## src/ipc_pkg.sv

```systemverilog
`timescale 1ns / 1ps

package ipc_pkg;

    localparam int ADDR_W = 5;
    localparam int DATA_W = 32;
    localparam int REG_IDX_W = 3;
    localparam int COUNT_W = 17;
    localparam int MINUTE_W = 11;

    localparam logic [REG_IDX_W-1:0] REG_SETPOINT    = 3'd0;
    localparam logic [REG_IDX_W-1:0] REG_MODE        = 3'd1;
    localparam logic [REG_IDX_W-1:0] REG_OFF_DELAY   = 3'd2;
    localparam logic [REG_IDX_W-1:0] REG_START_ONE   = 3'd3;

    localparam logic [9:0] LEVEL_LOW  = 10'd10;
    localparam logic [9:0] LEVEL_HIGH = 10'd500;
    localparam logic [10:0] RAW_FULL  = 11'd1023;
    localparam logic [COUNT_W-1:0] COUNT_MAX = {COUNT_W{1'b1}};

    typedef struct packed {
        logic       half_tick;
        logic [4:0] clock_hour;
        logic [5:0] clock_minute;
        logic [5:0] clock_second;
        logic [9:0] moisture_raw;
        logic [9:0] tank_high_raw;
        logic [9:0] tank_low_raw;
    } sample_t;

    typedef struct packed {
        logic       pump_drive;
        logic       fill_drive;
        logic       dry_lamp;
        logic [6:0] moisture_percent;
    } result_t;

    typedef struct packed {
        logic [6:0]  moisture_setpoint;
        logic        moisture_mode;
        logic [14:0] off_delay_seconds;
    } cfg_t;

endpackage

```

## src/ipc_cfg.sv

```systemverilog
`timescale 1ns / 1ps

module ipc_cfg #(
    parameter int NUM_PROGRAMS = 3
) (
    input  logic                                      clk,
    input  logic                                      rst_n,
    input  logic                                      psel,
    input  logic                                      penable,
    input  logic                                      pwrite,
    input  logic [ipc_pkg::ADDR_W-1:0]                paddr,
    input  logic [ipc_pkg::DATA_W-1:0]                pwdata,
    output logic [ipc_pkg::DATA_W-1:0]                prdata,
    output logic                                      pready,
    output ipc_pkg::cfg_t                             cfg,
    output logic [NUM_PROGRAMS-1:0][ipc_pkg::MINUTE_W-1:0] start_minutes
);

    logic [ipc_pkg::REG_IDX_W-1:0] idx;
    logic                          wr_en;
    ipc_pkg::cfg_t                 cfg_reg;
    logic [NUM_PROGRAMS-1:0][ipc_pkg::MINUTE_W-1:0] start_reg;

    assign idx    = paddr[ipc_pkg::ADDR_W-1:2];
    assign wr_en  = psel && penable && pwrite;
    assign pready = 1'b1;
    assign cfg    = cfg_reg;
    assign start_minutes = start_reg;

    always_ff @(posedge clk or negedge rst_n)
    begin
        if (!rst_n)
        begin
            cfg_reg <= '0;
        end
        else if (wr_en)
        begin
            unique case (idx)
                ipc_pkg::REG_SETPOINT:  cfg_reg.moisture_setpoint <= pwdata[6:0];
                ipc_pkg::REG_MODE:      cfg_reg.moisture_mode <= pwdata[0];
                ipc_pkg::REG_OFF_DELAY: cfg_reg.off_delay_seconds <= pwdata[14:0];
                default:                cfg_reg <= cfg_reg;
            endcase
        end
    end

    for (genvar k = 0; k < NUM_PROGRAMS; k++)
    begin : g_start
        always_ff @(posedge clk or negedge rst_n)
        begin
            if (!rst_n)
            begin
                start_reg[k] <= '0;
            end
            else if (wr_en && idx == ipc_pkg::REG_START_ONE + ipc_pkg::REG_IDX_W'(k))
            begin
                start_reg[k] <= pwdata[ipc_pkg::MINUTE_W-1:0];
            end
        end
    end

    always_comb
    begin
        prdata = '0;
        unique case (idx)
            ipc_pkg::REG_SETPOINT:  prdata = {25'b0, cfg_reg.moisture_setpoint};
            ipc_pkg::REG_MODE:      prdata = {31'b0, cfg_reg.moisture_mode};
            ipc_pkg::REG_OFF_DELAY: prdata = {17'b0, cfg_reg.off_delay_seconds};
            default:                prdata = '0;
        endcase
        for (int k = 0; k < NUM_PROGRAMS; k++)
        begin
            if (idx == ipc_pkg::REG_START_ONE + ipc_pkg::REG_IDX_W'(k))
            begin
                prdata = {21'b0, start_reg[k]};
            end
        end
    end

endmodule

```

## src/irrigation_pump_controller.sv

```systemverilog
`timescale 1ns / 1ps
// A request is registered in sample_reg at acceptance and its result is registered
// in result_reg once the result register is free or being read out.
// Throughput: one request per cycle; the input and result registers form a
// two-stage queue, and only result_ready held low stalls the input.
// Reset (rst_n low, asynchronous): pump/fill off; counter, flags, settings zero.
module irrigation_pump_controller #(
    parameter int NUM_PROGRAMS = 3
) (
    input  logic                           clk,
    input  logic                           rst_n,
    input  logic                           sample_valid,
    output logic                           sample_ready,
    input  ipc_pkg::sample_t               sample,
    output logic                           result_valid,
    input  logic                           result_ready,
    output ipc_pkg::result_t               result,
    input  logic                           psel,
    input  logic                           penable,
    input  logic                           pwrite,
    input  logic [ipc_pkg::ADDR_W-1:0]     paddr,
    input  logic [ipc_pkg::DATA_W-1:0]     pwdata,
    output logic [ipc_pkg::DATA_W-1:0]     prdata,
    output logic                           pready
);

    ipc_pkg::cfg_t cfg;
    logic [NUM_PROGRAMS-1:0][ipc_pkg::MINUTE_W-1:0] start_minutes;

    ipc_pkg::sample_t sample_reg;
    logic             sample_full_reg;
    ipc_pkg::result_t result_reg;
    ipc_pkg::result_t result_next;
    logic             result_valid_reg;
    logic             pump_reg;
    logic             pump_next;
    logic             fill_reg;
    logic             fill_next;
    logic [ipc_pkg::COUNT_W-1:0] count_reg;
    logic [ipc_pkg::COUNT_W-1:0] count_next;

    logic        process;
    logic [16:0] scaled;
    logic [6:0]  pct_floor;
    logic [10:0] pct_rem;
    logic [6:0]  pct;
    logic        dry;
    logic        wet;
    logic [ipc_pkg::COUNT_W-1:0] count_tick;
    logic        delay_hit;
    logic [ipc_pkg::MINUTE_W-1:0] day_minute;
    logic        at_second_zero;
    logic        program_hit;
    logic        midnight;
    logic        pump_sched;

    ipc_cfg #(
        .NUM_PROGRAMS(NUM_PROGRAMS)
    ) u_cfg (
        .clk          (clk),
        .rst_n        (rst_n),
        .psel         (psel),
        .penable      (penable),
        .pwrite       (pwrite),
        .paddr        (paddr),
        .pwdata       (pwdata),
        .prdata       (prdata),
        .pready       (pready),
        .cfg          (cfg),
        .start_minutes(start_minutes)
    );

    assign process      = sample_full_reg && (!result_valid_reg || result_ready);
    assign sample_ready = !sample_full_reg || process;
    assign result_valid = result_valid_reg;
    assign result       = result_reg;

    // percent = raw*100/1023: divide by 1024, then correct once
    assign scaled    = {sample_reg.moisture_raw, 6'b0} + {1'b0, sample_reg.moisture_raw, 5'b0}
                     + {5'b0, sample_reg.moisture_raw, 2'b0};
    assign pct_floor = scaled[16:10];
    assign pct_rem   = {1'b0, scaled[9:0]} + {4'b0, pct_floor};
    assign pct       = pct_floor + {6'b0, pct_rem >= ipc_pkg::RAW_FULL};

    assign dry = pct < cfg.moisture_setpoint;
    assign wet = cfg.moisture_mode ? (pct > cfg.moisture_setpoint)
                                   : (pct >= cfg.moisture_setpoint);

    assign count_tick = (sample_reg.half_tick && pump_reg && wet && count_reg != ipc_pkg::COUNT_MAX)
                      ? count_reg + 1'b1 : count_reg;
    assign delay_hit  = count_tick[ipc_pkg::COUNT_W-1:1] >= {1'b0, cfg.off_delay_seconds};

    assign day_minute = {sample_reg.clock_hour, 6'b0} - {4'b0, sample_reg.clock_hour, 2'b0}
                      + {5'b0, sample_reg.clock_minute};
    assign at_second_zero = sample_reg.clock_second == 6'd0;
    assign midnight = sample_reg.clock_hour == 5'd0 && sample_reg.clock_minute == 6'd0
                   && at_second_zero;

    always_comb
    begin
        program_hit = 1'b0;
        for (int k = 0; k < NUM_PROGRAMS; k++)
        begin
            if (day_minute == start_minutes[k])
            begin
                program_hit = 1'b1;
            end
        end
    end

    always_comb
    begin
        pump_sched = pump_reg;
        if (program_hit && sample_reg.clock_minute < 6'd60 && at_second_zero && dry)
        begin
            pump_sched = 1'b1;
        end
        if (cfg.moisture_mode && dry)
        begin
            pump_sched = 1'b1;
        end
        else if (cfg.moisture_mode && delay_hit)
        begin
            pump_sched = 1'b0;
        end
        if (midnight)
        begin
            pump_sched = 1'b0;
        end

        fill_next = fill_reg;
        if (sample_reg.tank_high_raw < ipc_pkg::LEVEL_LOW)
        begin
            fill_next = 1'b0;
        end
        if (sample_reg.tank_low_raw < ipc_pkg::LEVEL_LOW
            && sample_reg.tank_high_raw > ipc_pkg::LEVEL_HIGH)
        begin
            fill_next = 1'b1;
        end

        pump_next  = pump_sched;
        count_next = count_tick;
        if (pump_sched && delay_hit)
        begin
            pump_next  = 1'b0;
            count_next = '0;
        end

        result_next.pump_drive       = pump_next;
        result_next.fill_drive       = fill_next;
        result_next.dry_lamp         = dry;
        result_next.moisture_percent = pct;
    end

    always_ff @(posedge clk or negedge rst_n)
    begin
        if (!rst_n)
        begin
            sample_full_reg  <= 1'b0;
            result_valid_reg <= 1'b0;
            pump_reg         <= 1'b0;
            fill_reg         <= 1'b0;
            count_reg        <= '0;
        end
        else
        begin
            if (sample_valid && sample_ready)
            begin
                sample_full_reg <= 1'b1;
            end
            else if (process)
            begin
                sample_full_reg <= 1'b0;
            end

            if (process)
            begin
                result_valid_reg <= 1'b1;
                pump_reg         <= pump_next;
                fill_reg         <= fill_next;
                count_reg        <= count_next;
            end
            else if (result_ready)
            begin
                result_valid_reg <= 1'b0;
            end
        end
    end

    always_ff @(posedge clk)
    begin
        if (sample_valid && sample_ready)
        begin
            sample_reg <= sample;
        end
        if (process)
        begin
            result_reg <= result_next;
        end
    end

endmodule

```

## config.mk

```make
export PLATFORM = sky130hd
export DESIGN_NAME = irrigation_pump_controller
export DESIGN_NICKNAME = d
export VERILOG_FILES = /design/src/ipc_pkg.sv /design/src/ipc_cfg.sv /design/src/irrigation_pump_controller.sv
export SDC_FILE = /design/constraint.sdc
export NUM_CORES = 1
export LEC_CHECK = 0
export BUFFER_PORTS_ARGS = -buffer_cell sky130_fd_sc_hd__buf_2
export CORE_UTILIZATION = 56
export CTS_BUF_LIST = sky130_fd_sc_hd__clkbuf_8
export DETAILED_ROUTE_END_ITERATION = 8
export MAX_ROUTING_LAYER = met4
export PLACE_DENSITY = 0.8
export SLEW_MARGIN = 40
export SYNTH_ARGS = -nofsm -noshare
export SYNTH_HDL_FRONTEND = slang
export SYNTH_SLANG_ARGS = --single-unit
```

## constraint.sdc

```tcl
create_clock -name clk -period 20 [get_ports clk]
set_clock_uncertainty 0.2 [all_clocks]
set_input_delay 4 -clock clk [delete_from_list [all_inputs] [get_ports clk]]
set_output_delay 4 -clock clk [all_outputs]
set_load 0.01 [all_outputs]
```

Word-level counts from Yosys, hierarchy flattened
Cells that the tools add are included.

Register bits: 135. Bits of input ports: 92. Output and inout bits: 45. Logic and storage cells: 103.

Add/subtract/negate cells: 7. Magnitude comparators: 9. Equality and inequality tests: 9. Mux-type cells: 21. Reduce and logical (&&, ||, !) cells: 34.

Operators with widths (number): $mux W15 (3); $pmux W15 S3 (1); $mux W17 (2); $eq A11 B11 Y1 (3); $lt A10 B4 Y1 const B (2); $logic_and A1 B1 Y1 (19); $add A16 B15 Y17 (1); $add A17 B1 Y17 const B (1); $add A17 B12 Y17 (1); $ne A17 B17 Y1 const B (1); $ge A16 B15 Y1 (1); $mux W1 (15); $logic_not A6 Y1 (2); $add A10 B7 Y11 (1); $add A11 B6 Y11 (1); $ge A11 B10 Y1 const B (1); $sub A11 B7 Y11 (1); $gt A10 B9 Y1 const B (1); $reduce_and A2 Y1 (4); $add A7 B1 Y7 (1); $ge A7 B7 Y1 (1); $gt A7 B7 Y1 (1); $lt A7 B7 Y1 (1); $eq A3 B2 Y1 const B (2); 8 further kinds (13).

Longest topological paths before layout
Depth in word-level cells: 18. Depth in mapped cells: 43. Depth with buffers taken out: 40.

Hierarchy
A second synthesis with hierarchy kept.

Cells, all modules: 769. Area total of the unflattened synthesis: 8530.7 um^2.

Modules (own cells, without submodules): irrigation_pump_controller (instances 1, cells an instance 550, area each 5701.7 um^2, seq. area each 2237.1 um^2); ipc_cfg (instances 1, cells an instance 219, area each 2829.0 um^2, seq. area each 1401.3 um^2).

Worst setup path after synthesis
No wires, ideal clock.

Path kind: in2out. Start point: in paddr[2] (netlist bit). End point: out prdata[2] (netlist bit). Arrival: 5199 ps. Data required time: 15800 ps. Slack: 10601 ps. Cell stages on the path: 5. Buffers on the path: 3. Path through: clkbuf_1 -> buf_1 -> clkbuf_1 -> a31oi_1 -> o22ai_1.

Longest elaborated chain between the ends: 5. Elaborated cells between the ends (all ways): 10. Classes of those cells: eq/ne (5); mux (4); reduce/logical (1).

Ends and longest elaborated chain: start: declaration (RTL line irrigation_pump_controller.sv:21) `input logic [ipc_pkg::ADDR_W-1:0] paddr,`; $eq A3 B2 Y1 (tied with other cells) (RTL line ipc_cfg.sv:65) `unique case (idx)`; $pmux W15 S3 (RTL line ipc_cfg.sv:65); $mux W15 (2 in series) (RTL line ipc_cfg.sv:73) `if (idx == ipc_pkg::REG_START_ONE + ipc_pkg::REG_IDX_W'(k))`; $mux W15 (*) (RTL line ipc_cfg.sv:73); end: declaration (RTL line irrigation_pump_controller.sv:23) `output logic [ipc_pkg::DATA_W-1:0] prdata,`.

Mark *: on every way between the ends. The rest lies on a longest branch, timed or not.

Worst setup path in the final report
Start point: reg sample_reg[21] (netlist bit). End point: reg count_reg[1] (netlist bit).

Longest elaborated chain between the ends: 17. Elaborated cells between the ends (all ways): 22. Classes of those cells: add/sub (4); order compare (5); mux (7); reduce/logical (6).

Ends and longest elaborated chain: start: declaration (RTL line irrigation_pump_controller.sv:30) `ipc_pkg::sample_t sample_reg;`; start signal: assignment (RTL line irrigation_pump_controller.sv:195) `sample_reg <= sample;`; $add A16 B15 Y17 (RTL line irrigation_pump_controller.sv:79) `assign scaled = {sample_reg.moisture_raw, 6'b0} + {1'b0, sample_reg.moisture_raw, 5'b0}`; $add A17 B12 Y17 (*) (RTL line irrigation_pump_controller.sv:80) `+ {5'b0, sample_reg.moisture_raw, 2'b0};`; $add A10 B7 Y11 (RTL line irrigation_pump_controller.sv:82) `assign pct_rem = {1'b0, scaled[9:0]} + {4'b0, pct_floor};`; $ge A11 B10 Y1 (RTL line irrigation_pump_controller.sv:83) `assign pct = pct_floor + {6'b0, pct_rem >= ipc_pkg::RAW_FULL};`; $add A7 B1 Y7 (*) (RTL line irrigation_pump_controller.sv:83); net pct[6] (RTL line irrigation_pump_controller.sv:46) `logic [6:0] pct;`; $ge A7 B7 Y1 or $gt A7 B7 Y1 (tied branches) (RTL line irrigation_pump_controller.sv:87, irrigation_pump_controller.sv:86); $mux W1 (RTL line irrigation_pump_controller.sv:86) `assign wet = cfg.moisture_mode ? (pct > cfg.moisture_setpoint)`; $logic_and A1 B1 Y1 (2 in series) (RTL line irrigation_pump_controller.sv:89) `assign count_tick = (sample_reg.half_tick && pump_reg && wet && count_reg != ipc_pkg::COUNT_MAX)`; $mux W17 (RTL line irrigation_pump_controller.sv:90) `? count_reg + 1'b1 : count_reg;`; $ge A16 B15 Y1 (RTL line irrigation_pump_controller.sv:91) `assign delay_hit = count_tick[ipc_pkg::COUNT_W-1:1] >= {1'b0, cfg.off_delay_seconds};`; $logic_and A1 B1 Y1 (RTL line irrigation_pump_controller.sv:122) `else if (cfg.moisture_mode && delay_hit)`; $mux W1 (RTL line irrigation_pump_controller.sv:122); $mux W1 (RTL line irrigation_pump_controller.sv:118) `if (cfg.moisture_mode && dry)`; $mux W1 (RTL line irrigation_pump_controller.sv:126) `if (midnight)`; $logic_and A1 B1 Y1 (RTL line irrigation_pump_controller.sv:144) `if (pump_sched && delay_hit)`; $mux W17 (*) (RTL line irrigation_pump_controller.sv:144); end signal: assignment (RTL line irrigation_pump_controller.sv:182) `count_reg <= count_next;`; end: declaration (RTL line irrigation_pump_controller.sv:39) `logic [ipc_pkg::COUNT_W-1:0] count_reg;`.

The timed path passes the listed nets; every way through them passes the cells marked *. The select of a mux whose other input is x is not followed. A chain may end at the register's enable or synchronous reset.

==> flow_metrics.tcl <==
set metrics [dict create \
    drt_wl_total_um 16900 \
    crit_path_end_kind "flip-flop" \
    cts_tree "built" \
    start_kind "flip-flop" \
    netlist_area_um2 8120 \
    dr.first_iter.drc_count 447 \
    postSynthCellCount 764 \
    grt_pass1_vias 5678 \
    numCtsBuffers 17 \
    cts.sinks 134 \
    max_freq_ghz 0.0957 \
    nets 1003 \
    clk_latency_ns 0.46 \
    overflow 0 \
    cpPeakStageDelay_ns 0.58 \
    yosysTopAreaCellShare_pct 23.7 \
    die_h_um 122 \
    r2r_cells 38 \
    final_cells 1046 \
    synth_cell_types 69 \
    muxShareOfSynthArea_pct 6.35 \
    status "completed" \
    relSlewSlack_pct 49.8 \
    ir_worst_vdd_mv 0.0631 \
    rows 43 \
    synth_compound_area_share_pct 12.7 \
    cts_hold_buf 0 \
    synth_largest_area_cell "dfrtp_1" \
    place_ws_ns 9.59 \
    ys_seq_area_share_pct 44.8 \
    ios 137 \
    finalCritPeriodShare_pct 52.2 \
    drive_above_1_share_pct 21.8 \
    synth_top_family_by_area "simple AND/OR/NAND/NOR gates" \
    portBuffers 98 \
    synth_fa_ha_area_share_pct 9.68 \
    hpwl_um 12400 \
    hold_end "result_valid$_DFFE_PN0P_" \
    placed_cells 1014 \
    worst_pin_slew_ns 0.751 \
    drv_cap 0 \
    hold_path_depth 1 \
    cp_slowest_cell "fa_1" \
    largest_register_ffs 47 \
    cp_max_fo 16 \
    num_vias 5942 \
    critical_path_buf_inv_count 1 \
    synthFlopType "dfrtp_1" \
    cts_max_level 4 \
    drcViolationCount 0 \
    die_w_um 122 \
    antenna_cells 0 \
    avgSynthCellArea_um2 10.6 \
    n_fill_cell 1153 \
    clockBufferDepth 2 \
    place_congestion 0.869 \
    synthTopCellsByArea "dfrtp_1, edfxtp_1, ha_1" \
    fin_setup_tns_ns 0 \
    synth_edf_count 57 \
    arrival_ns 10.62 \
    rrSetupSlack_ns 9.55 \
    final_antenna_net_count 0 \
    start_util_pct 58.0 \
    synth_common_cells "dfrtp_1, edfxtp_1, ha_1" \
    yosysWarnings 0 \
    worst_slack_ns 9.55 \
    cts.clk_slew.worst_paths_ns 0.08 \
    grt_start_max_net_pins 78 \
    finalHoldViolCount 0 \
    area_delta_synth_final_pct 11.4 \
    fp.coreArea_um2 14000 \
    crit_family "compound AO/OA/AOI/OAI gates" \
    p_leak_nw 4.02 \
    antenna_found_initial 0 \
    synth_xor_area_share_pct 8.23 \
    synth.most_common_cell "dfrtp_1" \
    routedWlPerCell_um 16.2 \
    synth-seq-cells 134 \
    cpMostUsedCell "ha_1" \
    rr_endpoint "count_reg[1]$_DFFE_PN0P_" \
    hp-class "flip-flop to flip-flop" \
    dr.pass1.iters 5 \
    viasPerCell 5.68 \
    hp-start "sample_full_reg$_DFFE_PN0P_" \
    powerDensity_nw_per_um2 88.8 \
    report.final.slew_viol_count 0 \
    async_flop_share_pct 57.5 \
    post-route-min-period_ns 10.45 \
    cts-root-buf "clkbuf_8" \
    rr_startpoint "sample_reg[21]$_DFFE_PP_" \
    rsz0062_at_grt "false" \
    die-area_um2 15000 \
    cts_resized 0 \
    grt_pass1_wl_um 27500 \
    crit_type "flip-flop to flip-flop" \
    synthSimpleGateAreaFrac_pct 12.8 \
    grt_usage_pct 25.1 \
    timing.hold.ws_ns 0.293 \
    post_cts_buffers 0 \
    setup_viol 0 \
    worstPathRequired_ns 20.17 \
]
area by class of cell:
type                    instances  area (µm²)  share of cell area, %
repair buffers                101         519                   5.74
flip-flops and latches        134        3640                   40.2
multi-input cells             555        4130                   45.7
well taps                     180         225                   2.49
clock buffers                  17         234                   2.59
clock inverters                15         133                   1.47
inverters                      44         165                   1.83
routing by layer:
layer	wire, µm	vias to the layer above	track usage, %
met3	965	17	5.81
met5	0	-	-
met4	188	0	7.09
met2	8270	199	40.3
li1	-	2922	-
met1	7490	2804	31.7
power breakdown:
part	switching [W]	internal (W)	leakage, nW
clock	0.000123	0.0000910	0.185
combinational	0.000129	0.000103	2.31
sequential	0.0000290	0.000328	1.52
placed cells by master, fill, tap and decap left out, types with 36 or more instances in the layout:
cell type | synthesis | layout
buf_2 | 1 | 97
dfrtp_1 | 77 | 77
edfxtp_1 | 57 | 57
ha_1 | 50 | 50
inv_1 | 43 | 43
mux2_2 | 36 | 36
nand2_1 | 45 | 45
nor2_1 | 47 | 45
o21ai_0 | 42 | 42
xnor2_1 | 40 | 40
kinds of logic after synthesis:
group	after synthesis
DFF	134
and+or+nand+nor	206
muxes	47
other	2
AOI/OAI and AO/OA	156
xor gates and xnor gates	70
buffers and inverters	91
adders and majority gates	58
how the worst max path moves through the flow:
stage | to | slack [ns] | from | cells after the start
5_1_grt | count_reg[1]$_DFFE_PN0P_ | 8.68 | sample_reg[21]$_DFFE_PP_ | 38
6_report | count_reg[1]$_DFFE_PN0P_ | 9.55 | sample_reg[21]$_DFFE_PP_ | 38
3_3_place_gp | count_reg[1]$_DFFE_PN0P_ | 9.88 | sample_reg[21]$_DFFE_PP_ | 38
4_1_cts | count_reg[1]$_DFFE_PN0P_ | 9.56 | sample_reg[21]$_DFFE_PP_ | 38
2_1_floorplan | prdata[2] | 10.60 | paddr[2] | 5
3_5_place_dp | count_reg[1]$_DFFE_PN0P_ | 9.59 | sample_reg[21]$_DFFE_PP_ | 38
through the flow:
| step | utilization, % | area, µm² | power (W) |
|---|---|---|---|
| floorplan | - | 8180 | 0.000532 |
| global placement | 61.9 | 8660 | 0.000586 |
| detailed placement | 62.0 | 8670 | 0.000594 |
| CTS | 64.6 | 9040 | 0.000808 |
| global route | 64.7 | 9040 | 0.000855 |
| finish | 64.7 | 9040 | 0.000803 |
Note: power is estimated with default switching activity, not from simulation.
